$ cat src/lwes_pkg.sv
package lwes_pkg;

    // Fixed field widths
    localparam int LEN_W      = 11;
    localparam int TARGET_W   = 24;
    localparam int OUT_DATA_W = 16;

    localparam logic [TARGET_W-1:0] TARGET_RESET = 24'd1;

    // Item queue between the front and the back end
    localparam int QUEUE_DEPTH = 2;
    localparam int Q_PTR_W     = $clog2(QUEUE_DEPTH);
    localparam int Q_FILL_W    = $clog2(QUEUE_DEPTH + 1);

    // What an item asks the back end to do once its weight has been handled
    typedef struct packed {
        logic clear_window;
        logic emit;
    } lwes_marks_t;

    typedef enum logic
    {
        ST_IDLE,
        ST_SHRINK
    } lwes_state_t;

endpackage

$ cat src/lwes_front.sv
module lwes_front #(
    parameter int WEIGHT_BITS = 16
) (
    input  logic                   clk,
    input  logic                   rst_n,
    input  logic                   s_tvalid,
    output logic                   s_tready,
    input  logic [WEIGHT_BITS-1:0] weight,
    input  logic                   end_of_path,
    input  logic                   end_of_set,
    output logic                   q_valid,
    input  logic                   q_ready,
    output logic [WEIGHT_BITS-1:0] q_weight,
    output lwes_pkg::lwes_marks_t  q_marks
);

    logic [WEIGHT_BITS-1:0]       weight_reg [lwes_pkg::QUEUE_DEPTH];
    lwes_pkg::lwes_marks_t        marks_reg  [lwes_pkg::QUEUE_DEPTH];
    logic [lwes_pkg::Q_PTR_W-1:0]  wr_ptr_reg, wr_ptr_next;
    logic [lwes_pkg::Q_PTR_W-1:0]  rd_ptr_reg, rd_ptr_next;
    logic [lwes_pkg::Q_FILL_W-1:0] fill_reg, fill_next;
    logic                          push;
    logic                          pop;
    lwes_pkg::lwes_marks_t         in_marks;

    // The end of a set also ends the path, so both clear the window.
    assign in_marks.clear_window = end_of_path | end_of_set;
    assign in_marks.emit         = end_of_set;

    assign s_tready = (fill_reg != lwes_pkg::Q_FILL_W'(lwes_pkg::QUEUE_DEPTH));
    assign q_valid  = (fill_reg != '0);
    assign push     = s_tvalid & s_tready;
    assign pop      = q_valid & q_ready;
    assign q_weight = weight_reg[rd_ptr_reg];
    assign q_marks  = marks_reg[rd_ptr_reg];

    always_comb
    begin
        wr_ptr_next = push ? wr_ptr_reg + 1'b1 : wr_ptr_reg;
        rd_ptr_next = pop ? rd_ptr_reg + 1'b1 : rd_ptr_reg;
        fill_next   = fill_reg;
        if (push && !pop)
        begin
            fill_next = fill_reg + 1'b1;
        end
        else if (pop && !push)
        begin
            fill_next = fill_reg - 1'b1;
        end
    end

    always_ff @(posedge clk or negedge rst_n)
    begin
        if (!rst_n)
        begin
            wr_ptr_reg <= '0;
            rd_ptr_reg <= '0;
            fill_reg   <= '0;
        end
        else
        begin
            wr_ptr_reg <= wr_ptr_next;
            rd_ptr_reg <= rd_ptr_next;
            fill_reg   <= fill_next;
        end
    end

    always_ff @(posedge clk)
    begin
        if (push)
        begin
            weight_reg[wr_ptr_reg] <= weight;
            marks_reg[wr_ptr_reg]  <= in_marks;
        end
    end

endmodule

$ cat config.mk
export PLATFORM = sky130hd
export DESIGN_NAME = lwes_front
export DESIGN_NICKNAME = d
export VERILOG_FILES = /design/src/lwes_pkg.sv /design/src/lwes_front.sv
export SDC_FILE = /design/constraint.sdc
export NUM_CORES = 1
export LEC_CHECK = 0
export BUFFER_PORTS_ARGS = -buffer_cell sky130_fd_sc_hd__buf_2
export CAP_MARGIN = 10
export CELL_PAD_IN_SITES_DETAIL_PLACEMENT = 1
export CELL_PAD_IN_SITES_GLOBAL_PLACEMENT = 1
export CORE_MARGIN = 5
export CORE_UTILIZATION = 40
export CTS_BUF_LIST = sky130_fd_sc_hd__clkbuf_4 sky130_fd_sc_hd__clkbuf_8
export CTS_CLUSTER_SIZE = 16
export DETAILED_ROUTE_END_ITERATION = 8
export GPL_TIMING_DRIVEN = 0
export PLACE_DENSITY = 0.88
export SYNTH_ARGS = -nofsm -noshare
export SYNTH_HDL_FRONTEND = slang
export SYNTH_SLANG_ARGS = --single-unit
$ cat constraint.sdc
create_clock -name clk -period 1.8 [get_ports clk]
set_input_delay 0.27 -clock clk [delete_from_list [all_inputs] [get_ports clk]]
set_output_delay 0.27 -clock clk [all_outputs]
set_load 0.02 [all_outputs]
* After elaboration in Yosys (flattened, before gate mapping) *
Memory sizes are Yosys's and may differ from the RTL's.
Cells that the tools add are included.

storage, ports and cells
  register bits after elaboration = 4
  bits in writable memories = 36
  output and inout bits = 20
  logic and storage cells = 23
  memories kept = 2

memory list
  memory      words  width  rd ports  clocked after memory_dff  write ports  line              RTL
  weight_reg  2      16     1         0                         1            lwes_front.sv:17  logic [WEIGHT_BITS-1:0] weight_reg [lwes_pkg::QUEUE_DEPTH];
  marks_reg   2      2      1         0                         1            lwes_front.sv:18  lwes_pkg::lwes_marks_t marks_reg [lwes_pkg::QUEUE_DEPTH];

operators by class
  add/sub/neg operators = 4
  equal/unequal tests = 1
  multiplexer cells = 4
  bitwise gates (word level) = 3
  reduce and logical (&&, ||, !) cells = 6

operator list
  kind                   number
  $mux W2                2
  $reduce_bool A2 Y1     2
  $add A1 B1 Y1 const B  2
  $add A2 B1 Y2 const B  1
  $and A1 B1 Y1          2
  $logic_and A1 B1 Y1    2
  $logic_not A1 Y1       2
  $mux W1                2
  $ne A2 B2 Y1 const B   1
  $sub A2 B1 Y2 const B  1
  $or A1 B1 Y1           1

* Logic depth before layout (Yosys ltp) *
Gate-level depths: netlist of run 1.

  depth in word-level cells = 6
  depth in mapped cells = 7
  mapped depth without buffers = 7

* Worst setup path after synthesis of run 1 *
No wires, ideal clock.

  kind = flip-flop to flip-flop
  start = register fill_reg[0] in the netlist's numbering
  end = memory marks_reg[0][0] in the netlist's numbering (enable)
  setup time = 0.393 ns
  arrival time = 1.576 ns
  data required time = 1.407 ns
  path slack = -0.168 ns
  stages on the path, launching flop included = 4
  path buffers = 0
  period minus slack after synthesis = 1.968 ns
  path through = dfrtp_1 nand2b_1 nand2_1 nor2_1

on the way
  longest elaborated chain between the ends = 4

RTL lines
  what                           line              RTL
  from (decl)                    lwes_front.sv:21  logic [lwes_pkg::Q_FILL_W-1:0] fill_reg, fill_next;
  from (signal assigned)         lwes_front.sv:64  fill_reg <= fill_next;
  $ne A2 B2 Y1                   lwes_front.sv:30  assign s_tready = (fill_reg != lwes_pkg::Q_FILL_W'(lwes_pkg::QUEUE_DEPTH));
  via s_tready                   lwes_front.sv:7   output logic s_tready,
  $and A1 B1 Y1                  lwes_front.sv:32  assign push = s_tvalid & s_tready;
  $mux W1                        lwes_front.sv:70  if (push)
  $mux W1 (not written as such)  lwes_front.sv:73  marks_reg[wr_ptr_reg] <= in_marks;
  to (decl)                      lwes_front.sv:18

The timed path passes the listed nets, and every way through them passes these cells.

* Worst setup path in the final report of run 1 *
  start = register rd_ptr_reg
  end = output q_weight[9]

on the way
  longest elaborated chain between the ends = 1

RTL lines
  what                    line              RTL
  from (decl)             lwes_front.sv:20  logic [lwes_pkg::Q_PTR_W-1:0] rd_ptr_reg, rd_ptr_next;
  from (signal assigned)  lwes_front.sv:63  rd_ptr_reg <= rd_ptr_next;
  $mem_v2 Z2 W16          n/a
  to (decl)               lwes_front.sv:13  output logic [WEIGHT_BITS-1:0] q_weight,

No other way between the ends.

==> results of run 1 <==
[worst register-to-register path: cells and delay by family (launching register included)]
family	cells	cell delay (ns)
AND/OR/NAND/NOR	2	0.89
flip-flops	1	0.42
[cell usage in the layout (no fill, tap or decap)]
cell type / n
and3_1: 1
buf_12: 1
buf_2: 41
buf_6: 1
bufinv_16: 1
clkbuf_8: 5
clkinv_2: 1
clkinvlp_4: 1
dfrtp_1: 4
dlygate4sd3_1: 1
edfxtp_1: 36
ha_1: 1
inv_1: 1
mux2_2: 9
mux2_4: 9
nand2_1: 2
nand2b_1: 1
nor2_1: 1
nor2_4: 1
or2_1: 1
or2_2: 1
xnor2_1: 3
xor2_1: 2
[power groups by stage]
stage | sequential (mW) | combinational, mW | clock, mW
after floorplan | 1.36 | 0.927 | 0
after global placement | 1.37 | 1.21 | 0
after detailed placement | 1.40 | 1.26 | 0
after CTS | 1.38 | 1.27 | 0.731
after global routing | 1.40 | 1.33 | 0.774
final | 1.37 | 1.24 | 0.714
[metal layers]
layer	share of wire, %	track usage, %	vias up
met1	38	10.8	393
met5	0	0	-
met2	53	21.5	30
met4	2.5	8.14	0
met3	6.0	2.22	6
li1	-	-	377
[final cells by class]
cell class / count / share of cell area (%)
flip-flops and latches: 40 / 60.8
multi-input cells: 32 / 17.5
repair buffers: 42 / 11.1
clock buffers: 5 / 3.54
well taps: 48 / 3.09
clock inverters: 3 / 2.19
plain buffers: 2 / 1.61
inverters: 1 / 0.193
[cell families after synthesis]
kind of cell | share of synthesized area [%]
flops | 76.3
mux | 15.3
simple gates | 2.59
xor+xnor | 2.83
buf+inv | 2.26
fa+ha+maj | 0.808
[worst min path at each step]
stage | to | cells past startpoint
3_3_place_gp | fill_reg[1]$_DFFE_PN0P_ | 1
6_report | weight_reg[1][7]$_DFFE_PP_ | 1
4_1_cts | weight_reg[0][7]$_DFFE_PP_ | 1
3_5_place_dp | fill_reg[0]$_DFFE_PN0P_ | 1
5_1_grt | weight_reg[0][7]$_DFFE_PP_ | 1
2_1_floorplan | fill_reg[0]$_DFFE_PN0P_ | 0
[cells in the mapped netlist (2+ instances only)]
master,number
mux2_2,9
mux2_4,9
xor2_1,2
nand2_1,2
dfrtp_1,4
edfxtp_1,36
nor2_1,2
xnor2_1,3
[repair_timing]
action | 4_1_cts | 5_1_grt
endpoints found under the setup margin | 18 | 0
hold buffers | 1 | 0
gates resized for setup | 1 | 0
endpoints found under the hold margin | 4 | 0
setup buffers | 0 | 0
==> out/results.ini, run 1 <==
[place]
io_buffers=41
dp_hpwl_um=2060
dp.cells=164
place.gp.congestion=0.693
place_ws_ns=-0.0438
place_area_um2=1820

[layout]
final_layout_size_suffix_gt1_share_pct=56.8
multi_input_area_um2=340
nFillCells=377
final_nets=147
synthToLayoutAreaGrowth_pct=25.4
design_area_um2=1940
stdcell_count=173
ff_latch_area_um2=1180
final_util_pct=52.3
largest_reg_flops=32
num_antenna_cells=0

[floorplan]
initial_utilization_pct=41.7
num_rows=22
fp.dieW_um=72.2
fp.dieArea_um2=5220
io_pins=42
die_y_um=72.2
core_um2=3720

[detailed_routing]
wl_um=2770
num_vias=806
dr.first_iter.drc_count=24
wl_per_cell_um=16.0
viasPerCell=4.66
drt.antenna.violating_nets=0
drc=0
dr.pass1.iters=4

[clock_network]
htree_levels=2
clk_path_buf_depth=2
cts_tree=done
clk_latency_ns=0.29
cts_sinks=40
ctsRootBufferMaster=clkbuf_8
cts_buffers=5
clkTransAtPathRegs_ns=0.08

[worst_setup_path]
r2r_slack_ns=0.12
worstSetupEndpointType=output pin
timing.rr.end=weight_reg[1][13]$_DFFE_PP_
critPathKind=register to output pin
setup.worst_path.end=q_weight[9]
required_ns=1.53
worst-endpoint-arrival_ns=1.42
worstReg2RegStart=fill_reg[0]$_DFFE_PN0P_
cp-startpoint=rd_ptr_reg$_DFFE_PN0P_
crit_path_cell_trace=buf_6 > buf_12 > mux2_4 > buf_2
crit_slowest_cell=dfrtp_1
slowest_delay_ns=0.37
path_max_fanout=10
cp_top_family=buffers and inverters
r2r_cells=2
cp.buffers_inverters=3
cp-start-kind=register
cp.depth=4

[logic_synthesis]
synth_ff_type=edfxtp_1
yosys_warnings=0
netlist_area_um2=1550
synth_edf_count=36
synthesis.nets=98
synthArstFlopShare_pct=10.0
avgSynthCellArea_um2=20.7
synthTopCellsByArea=edfxtp_1 (70%), mux2_4 (8.7%), mux2_2 (6.5%)
netlist.area_leader.share_pct=69.8
synthCells=75
yosysTopAreaCell=edfxtp_1
ys_ff_latch=40
ys_seq_area_share_pct=76.3
ys_types=16

[sta]
setup_viol=0
whs_ns=0.166
fmax_mhz=590
fin_crit_ns=1.69
drv_slew=0
fin_setup_tns_ns=0
worst_slew_pin_slew_ns=0.848
setup_ws_ns=0.105
slew_headroom_pct=43.5
skew_ns=0.00541
finalCritPeriodShare_pct=94.2
hold_viol=0
rsz0062_at_grt=no

[global_route]
antenna_found_initial=0
gr-total-overflow=0
grt_pass1_vias=935
grt_pass1_wl_um=4290
grtUsageTotal_pct=11.4
grt_max_degree=19

[pwr]
p_int_mw=2.24
power_density_nw_per_um2=1710
combPwrFrac_pct=37.3
clkPwrFrac_pct=21.4
switching_power_mw=1.08
seqPwrFrac_pct=41.3
total_power_mw=3.33
swShare_pct=32.6
vdd_ir_drop_max_mv=0.805
leakage_nw=0.775

[hold_path]
hold_path.class=primary input to register
worstHoldStart=weight[7]

[run]
maxCapViolCount=0

[outcome]
status=complete, no violations

Power figures use the tool's default switching activity.
==> run 2, diff against run 1 <==
--- a/config.mk
+++ b/config.mk
@@ -14,7 +14,6 @@
 export CTS_BUF_LIST = sky130_fd_sc_hd__clkbuf_4 sky130_fd_sc_hd__clkbuf_8
 export CTS_CLUSTER_SIZE = 16
 export DETAILED_ROUTE_END_ITERATION = 8
-export GPL_TIMING_DRIVEN = 0
 export PLACE_DENSITY = 0.88
 export SYNTH_ARGS = -nofsm -noshare
 export SYNTH_HDL_FRONTEND = slang
==> run 2 against run 1 <==
Against the previous run:
- core utilization decreased by 0.67 points
- critical path depth decreased by 1
- sequential power about the same
- critical endpoint is now q_marks[1]
- routed wire length increased by 4.2%
==> out/results.ini, run 2 (synthesized netlist as in run 1, its figures left out) <==
[sta]
finalCritPeriodShare_pct=92.7  ; -1.5 points
rsz0062_at_grt=no
hold_viol=0  ; unchanged
worst_slew_pin_slew_ns=0.259  ; -0.589 ns
fin_crit_ns=1.67  ; -0.0266 ns
skew_ns=0.00236  ; -0.00305 ns
drv_slew=0  ; unchanged
setup_viol=0  ; unchanged
fin_setup_tns_ns=0  ; unchanged
slew_headroom_pct=82.7  ; +39 points
fmax_mhz=599  ; +1.6%

[floorplan]
fp.dieW_um=72.2  ; unchanged
num_rows=22  ; unchanged
fp.dieArea_um2=5220  ; unchanged
initial_utilization_pct=41.7  ; unchanged
core_um2=3720  ; unchanged
die_y_um=72.2  ; unchanged
io_pins=42  ; unchanged

[worst_setup_path]
cp-startpoint=rd_ptr_reg$_DFFE_PN0P_
cp-start-kind=register
worstSetupEndpointType=output pin
worst-endpoint-arrival_ns=1.40  ; -0.02 ns
cp.buffers_inverters=2  ; -1
worstReg2RegStart=fill_reg[0]$_DFFE_PN0P_
crit_slowest_cell=dfrtp_1
r2r_slack_ns=0.23  ; +0.11 ns
path_max_fanout=18  ; +8
critPathKind=register to output pin
crit_path_cell_trace=buf_12 > mux2_2 > buf_2
cp_top_family=flip-flops
slowest_delay_ns=0.41  ; +0.04 ns
required_ns=1.53  ; about the same

[detailed_routing]
dr.pass1.iters=4  ; unchanged
drt.antenna.violating_nets=0  ; unchanged
viasPerCell=4.71  ; +1.2%
num_vias=820  ; +1.7%
wl_per_cell_um=16.6  ; +3.6%
wl_um=2890  ; +4.2%
dr.first_iter.drc_count=17  ; -29%
drc=0  ; unchanged

[clock_network]
postCtsSetupBuffers=0  ; unchanged
cts_buffers=5  ; unchanged
cts_tree=done
clk_path_buf_depth=2  ; unchanged
cts_resized=0  ; -1
ctsRootBufferMaster=clkbuf_8
htree_levels=2  ; unchanged
clkTransAtPathRegs_ns=0.07  ; about the same
cts_hold_buf=1  ; unchanged
cts_sinks=40  ; unchanged
clk_latency_ns=0.27  ; -0.02 ns

[global_route]
grt_max_degree=19  ; unchanged
grtUsageTotal_pct=11.6  ; +0.22 points
antenna_found_initial=0  ; unchanged
gr-total-overflow=0  ; unchanged
grt_pass1_vias=976  ; +4.4%
grt_pass1_wl_um=4450  ; +3.7%

[pwr]
power_density_nw_per_um2=1650  ; -3.5%
leakage_nw=0.772  ; -0.48%
total_power_mw=3.17  ; -4.7%
vdd_ir_drop_max_mv=0.870  ; +8.0%

[layout]
num_antenna_cells=0  ; unchanged
largest_reg_flops=32  ; unchanged
final_nets=148  ; +0.68%
final_layout_size_suffix_gt1_share_pct=56.3  ; -0.45 points
final_cell_mix=buf_2 (41), edfxtp_1 (36), mux2_4 (9), mux2_2 (9), clkbuf_8 (5)
final_common_cell=buf_2
synthToLayoutAreaGrowth_pct=23.8
design_area_um2=1920  ; -1.3%

[run]
maxCapViolCount=0  ; unchanged

[place]
place.gp.congestion=0.670  ; -3.3%
dp_hpwl_um=2080  ; +1.5%
io_buffers=41  ; unchanged
place_area_um2=1820  ; +0.21%

[hold_path]
hold_path.class=primary input to register
worstHoldStart=weight[10]

[outcome]
status=complete, no violations

run 2: cell count changes in the layout (fill, tap and decap cells not counted), sizes merged:
cell | previous run | this run
clkinvlp | 1 | 0
bufinv | 1 | 0
clkbuf | 5 | 7
buf | 43 | 44
run 2: cell type report:
type | instances | area, um^2
flip-flops and latches | 40 | 1180
inverters | 1 | 3.75
clock inverters | 1 | 3.75
fillers | 376 | 1800
clock buffers | 7 | 83.8
repair buffers | 45 | 250
well taps | 48 | 60.1
multi-input cells | 32 | 335
run 2: report_power, final:
part	leakage, nW	switching [mW]	internal (mW)
clock	0.0467	0.266	0.300
sequential	0.380	0.0976	1.28
combinational	0.345	0.682	0.545
run 2: path summary, 6_finish.rpt:
path	cells after the start	endpoint
min in group asynchronous	2	fill_reg[1]$_DFFE_PN0P_
max	3	q_marks[1]
min reg2reg	1	fill_reg[1]$_DFFE_PN0P_
min	1	weight_reg[1][10]$_DFFE_PP_
max reg2reg	7	fill_reg[1]$_DFFE_PN0P_
max in group asynchronous	2	wr_ptr_reg$_DFFE_PN0P_
run 2: per-stage QoR:
step | hold slack [ns] | util [%] | setup WS (ns) | instances
final | 0.182 | 51.6 | 0.132 | 174
after global routing | 0.158 | 51.6 | 0.0719 | 174
after CTS | 0.168 | 51.6 | 0.100 | 174
after detailed placement | 0.0826 | 49.0 | 0.240 | 165
after global placement | 0.0748 | 49.0 | 0.408 | 165
after floorplan | -0.0256 | - | 0.117 | 75
run 2: metal layers:
layer / part of all wire [%] / global-route usage, %
met1: 34 / 10.5
met2: 59 / 23.8
met3: 6.3 / 3.19
met4: 1.2 / 4.38
met5: 0 / 0
==> run 3, diff against run 2 <==
--- a/config.mk
+++ b/config.mk
@@ -5,16 +5,17 @@
 export SDC_FILE = /design/constraint.sdc
 export NUM_CORES = 1
 export LEC_CHECK = 0
+export ABC_AREA = 1
 export BUFFER_PORTS_ARGS = -buffer_cell sky130_fd_sc_hd__buf_2
 export CAP_MARGIN = 10
 export CELL_PAD_IN_SITES_DETAIL_PLACEMENT = 1
 export CELL_PAD_IN_SITES_GLOBAL_PLACEMENT = 1
 export CORE_MARGIN = 5
-export CORE_UTILIZATION = 40
+export CORE_UTILIZATION = 38
 export CTS_BUF_LIST = sky130_fd_sc_hd__clkbuf_4 sky130_fd_sc_hd__clkbuf_8
 export CTS_CLUSTER_SIZE = 16
 export DETAILED_ROUTE_END_ITERATION = 8
-export PLACE_DENSITY = 0.88
+export PLACE_DENSITY = 0.89
 export SYNTH_ARGS = -nofsm -noshare
 export SYNTH_HDL_FRONTEND = slang
 export SYNTH_SLANG_ARGS = --single-unit
==> constraint.sdc (replaced) <==
create_clock -name clk -period 1.8 [get_ports clk]
set_input_delay 0.27 -clock clk [delete_from_list [all_inputs] [get_ports clk]]
set_output_delay 0.27 -clock clk [all_outputs]
set_load 0.01 [all_outputs]
==> run 3 against run 2 <==
Against the previous run:
- critical path depth increased by 1
- die area increased by 5.9%
- area after synthesis increased by 1.5%
- highest routed layer unchanged
- via count increased by 24%
- sequential power about the same
- combinational power decreased by 8%
- synthesized cell count increased by 64%
- first-iteration DRC count increased to 3.2 times the previous value
- count of clock-buffer cells in the layout unchanged
- design area increased by 0.98%
==> out/results.ini, run 3 <==
[detailed_routing]
num_vias=1015  ; +24%
wl_per_cell_um=14.6  ; -12%
wl_um=3270  ; +13%
dr.first_iter.drc_count=54  ; +37
drt.antenna.violating_nets=0  ; unchanged
drc=0  ; unchanged
dr.pass1.iters=4  ; unchanged
viasPerCell=4.53  ; -3.8%

[logic_synthesis]
synth_most_common_cell=nand2_1
synthCells=123  ; +64%
synth_edf_count=36  ; unchanged
synthArstFlopShare_pct=10.0  ; unchanged
synthesis.nets=146  ; +49%
ys_seq_area_share_pct=75.1  ; -1.2 points
netlist_area_um2=1570  ; +1.5%
synth_common_cells=nand2_1 (60), edfxtp_1 (36), dfrtp_1 (4), inv_1 (4), inv_2 (3)
yosys_warnings=0  ; unchanged
synth_ff_type=edfxtp_1
ys_types=16  ; unchanged
ys_ff_latch=40  ; unchanged
synthTopCellsByArea=edfxtp_1 (69%), nand2_1 (14%), dfrtp_1 (6.4%)
yosysTopAreaCell=edfxtp_1
avgSynthCellArea_um2=12.8  ; -38%
netlist.area_leader.share_pct=68.7  ; -1.1 points

[layout]
ff_latch_area_um2=1180  ; unchanged
final_layout_size_suffix_gt1_share_pct=36.8  ; -20 points
final_cell_mix=nand2_1 (60), buf_2 (41), edfxtp_1 (36)
num_antenna_cells=0  ; unchanged
largest_reg_flops=32  ; unchanged
synthToLayoutAreaGrowth_pct=23.2
final_common_cell=nand2_1
multi_input_area_um2=333  ; -0.75%
nFillCells=444  ; +18%
final_nets=196  ; +32%

[worst_setup_path]
cp_top_family=flip-flops
required_ns=1.53  ; about the same
path_common_cell=nand2_1
cp-start-kind=register
crit_slowest_cell=dfrtp_1
critPathKind=register to output pin
r2r_slack_ns=0.35  ; +0.12 ns
slowest_delay_ns=0.40  ; about the same
path_max_fanout=19  ; +1
cp.buffers_inverters=2  ; unchanged
worstSetupEndpointType=output pin
worst-endpoint-arrival_ns=1.26  ; -0.14 ns
crit_path_cell_trace=inv_2 > nand2_1 > nand2_1 > buf_2

[run]
maxCapViolCount=0  ; unchanged

[sta]
setup_viol=0  ; unchanged
slew_headroom_pct=78.4  ; -4.3 points
hold_viol=0  ; unchanged
finalCritPeriodShare_pct=85.0  ; -7.7 points
skew_ns=0.00568  ; +0.00332 ns
rsz0062_at_grt=no
worst_slew_pin_slew_ns=0.323  ; +0.0640 ns
fin_setup_tns_ns=0  ; unchanged
drv_slew=0  ; unchanged
fin_crit_ns=1.53  ; -0.138 ns
fmax_mhz=654  ; +9.0%

[clock_network]
clkTransAtPathRegs_ns=0.07  ; about the same
cts_buffers=5  ; unchanged
cts_tree=done
cts_sinks=40  ; unchanged
clk_latency_ns=0.29  ; +0.02 ns
clk_path_buf_depth=2  ; unchanged
ctsRootBufferMaster=clkbuf_8
postCtsSetupBuffers=0  ; unchanged
htree_levels=2  ; unchanged

[pwr]
switching_power_mw=1.10  ; +5.1%
power_density_nw_per_um2=1590  ; -3.8%
seqPwrFrac_pct=44.4  ; +0.9 points
p_int_mw=1.98  ; -6.8%
vdd_ir_drop_max_mv=0.661  ; -24%
clkPwrFrac_pct=18.9  ; +1.1 points
leakage_nw=0.872  ; +13%
total_power_mw=3.08  ; -2.9%
swShare_pct=35.7  ; +2.7 points
combPwrFrac_pct=36.7  ; -2.0 points

[floorplan]
initial_utilization_pct=39.3  ; -2.4 points
fp.dieArea_um2=5530  ; +5.9%
fp.dieW_um=74.3  ; +2.9%
io_pins=42  ; unchanged
core_um2=4000  ; +7.6%
num_rows=23  ; +4.5%
die_y_um=74.3  ; +2.9%

[global_route]
antenna_found_initial=0  ; unchanged
grt_pass1_vias=1041  ; +6.7%
grt_use_met3_pct=4.59  ; +1.4 points
grt_max_degree=20  ; +1
grtUsageTotal_pct=12.9  ; +1.2 points
grt_pass1_wl_um=5020  ; +13%
use_met2_pct=22.3  ; -1.4 points
grt.busiest_layer=met2
gr-total-overflow=0  ; unchanged
use_met1_pct=14.8  ; +4.3 points

[place]
io_buffers=41  ; unchanged
dp_hpwl_um=2430  ; +16%
place.gp.congestion=0.778  ; +16%

[hold_path]
hold_path.class=primary input to register

[outcome]
status=complete, no violations

==> run 3: cell type report <==
class	count	share of cell area, %
multi-input cells	73	17.2
repair buffers	46	12.7
clock buffers	7	4.33
inverters	7	1.36
well taps	50	3.23
flip-flops and latches	40	61.0
clock inverters	1	0.258
==> run 3: cell families (layout without fill, tap and decap cells) <==
logic type    after synthesis  after routing  synth area share [%]
simple gates               70             70                  18.5
flops                      40             40                  75.1
buf+inv                    10             61                  4.06
xor+xnor                    2              2                  1.59
fa+ha+maj                   1              1                 0.795
==> run 3: repair_timing <==
action                                 in CTS  in global routing
resized for setup                           0                  0
hold buffers                                1                  0
endpoints found under the hold margin       4                  0
==> run 3: worst paths after layout <==
kind	to	cells after the start	startpoint
worst max-delay path	q_weight[1]	4	rd_ptr_reg$_DFFE_PN0P_
worst min-delay path	weight_reg[1][2]$_DFFE_PP_	1	weight[2]
worst max register to register	weight_reg[0][13]$_DFFE_PP_	5	fill_reg[0]$_DFFE_PN0P_
worst min register to register	fill_reg[0]$_DFFE_PN0P_	1	fill_reg[0]$_DFFE_PN0P_
max in group asynchronous	rd_ptr_reg$_DFFE_PN0P_	2	rst_n
min in group asynchronous	wr_ptr_reg$_DFFE_PN0P_	2	rst_n
==> run 3: power by group through the flow <==
stage                     logic [mW]  registers [mW]  clock network [mW]
after floorplan                0.755            1.37                   0
after global placement          1.10            1.37                   0
after detailed placement        1.15            1.39                   0
after CTS                       1.16            1.37               0.603
after global routing            1.29            1.38               0.652
final                           1.13            1.37               0.583
==> run 3: metal layers <==
| metal | vias to the layer above | share of wire, % |
|---|---|---|
| met4 | 0 | 1.0 |
| met3 | 4 | 8.1 |
| met1 | 472 | 41 |
| li1 | 500 | - |
| met5 | - | 0 |
| met2 | 39 | 50 |
==> run 3: through the flow <==
step                hold WS [ns]  utilization (%)  instances  area (um^2)  setup WS [ns]
global placement          0.0845             45.9        215         1840          0.433
global route               0.152             48.4        224         1940          0.142
CTS                        0.162             48.4        224         1940          0.241
finish                     0.171             48.4        224         1940          0.270
floorplan                -0.0256                -        123         1570         0.0406
detailed placement        0.0964             45.9        215         1840          0.356
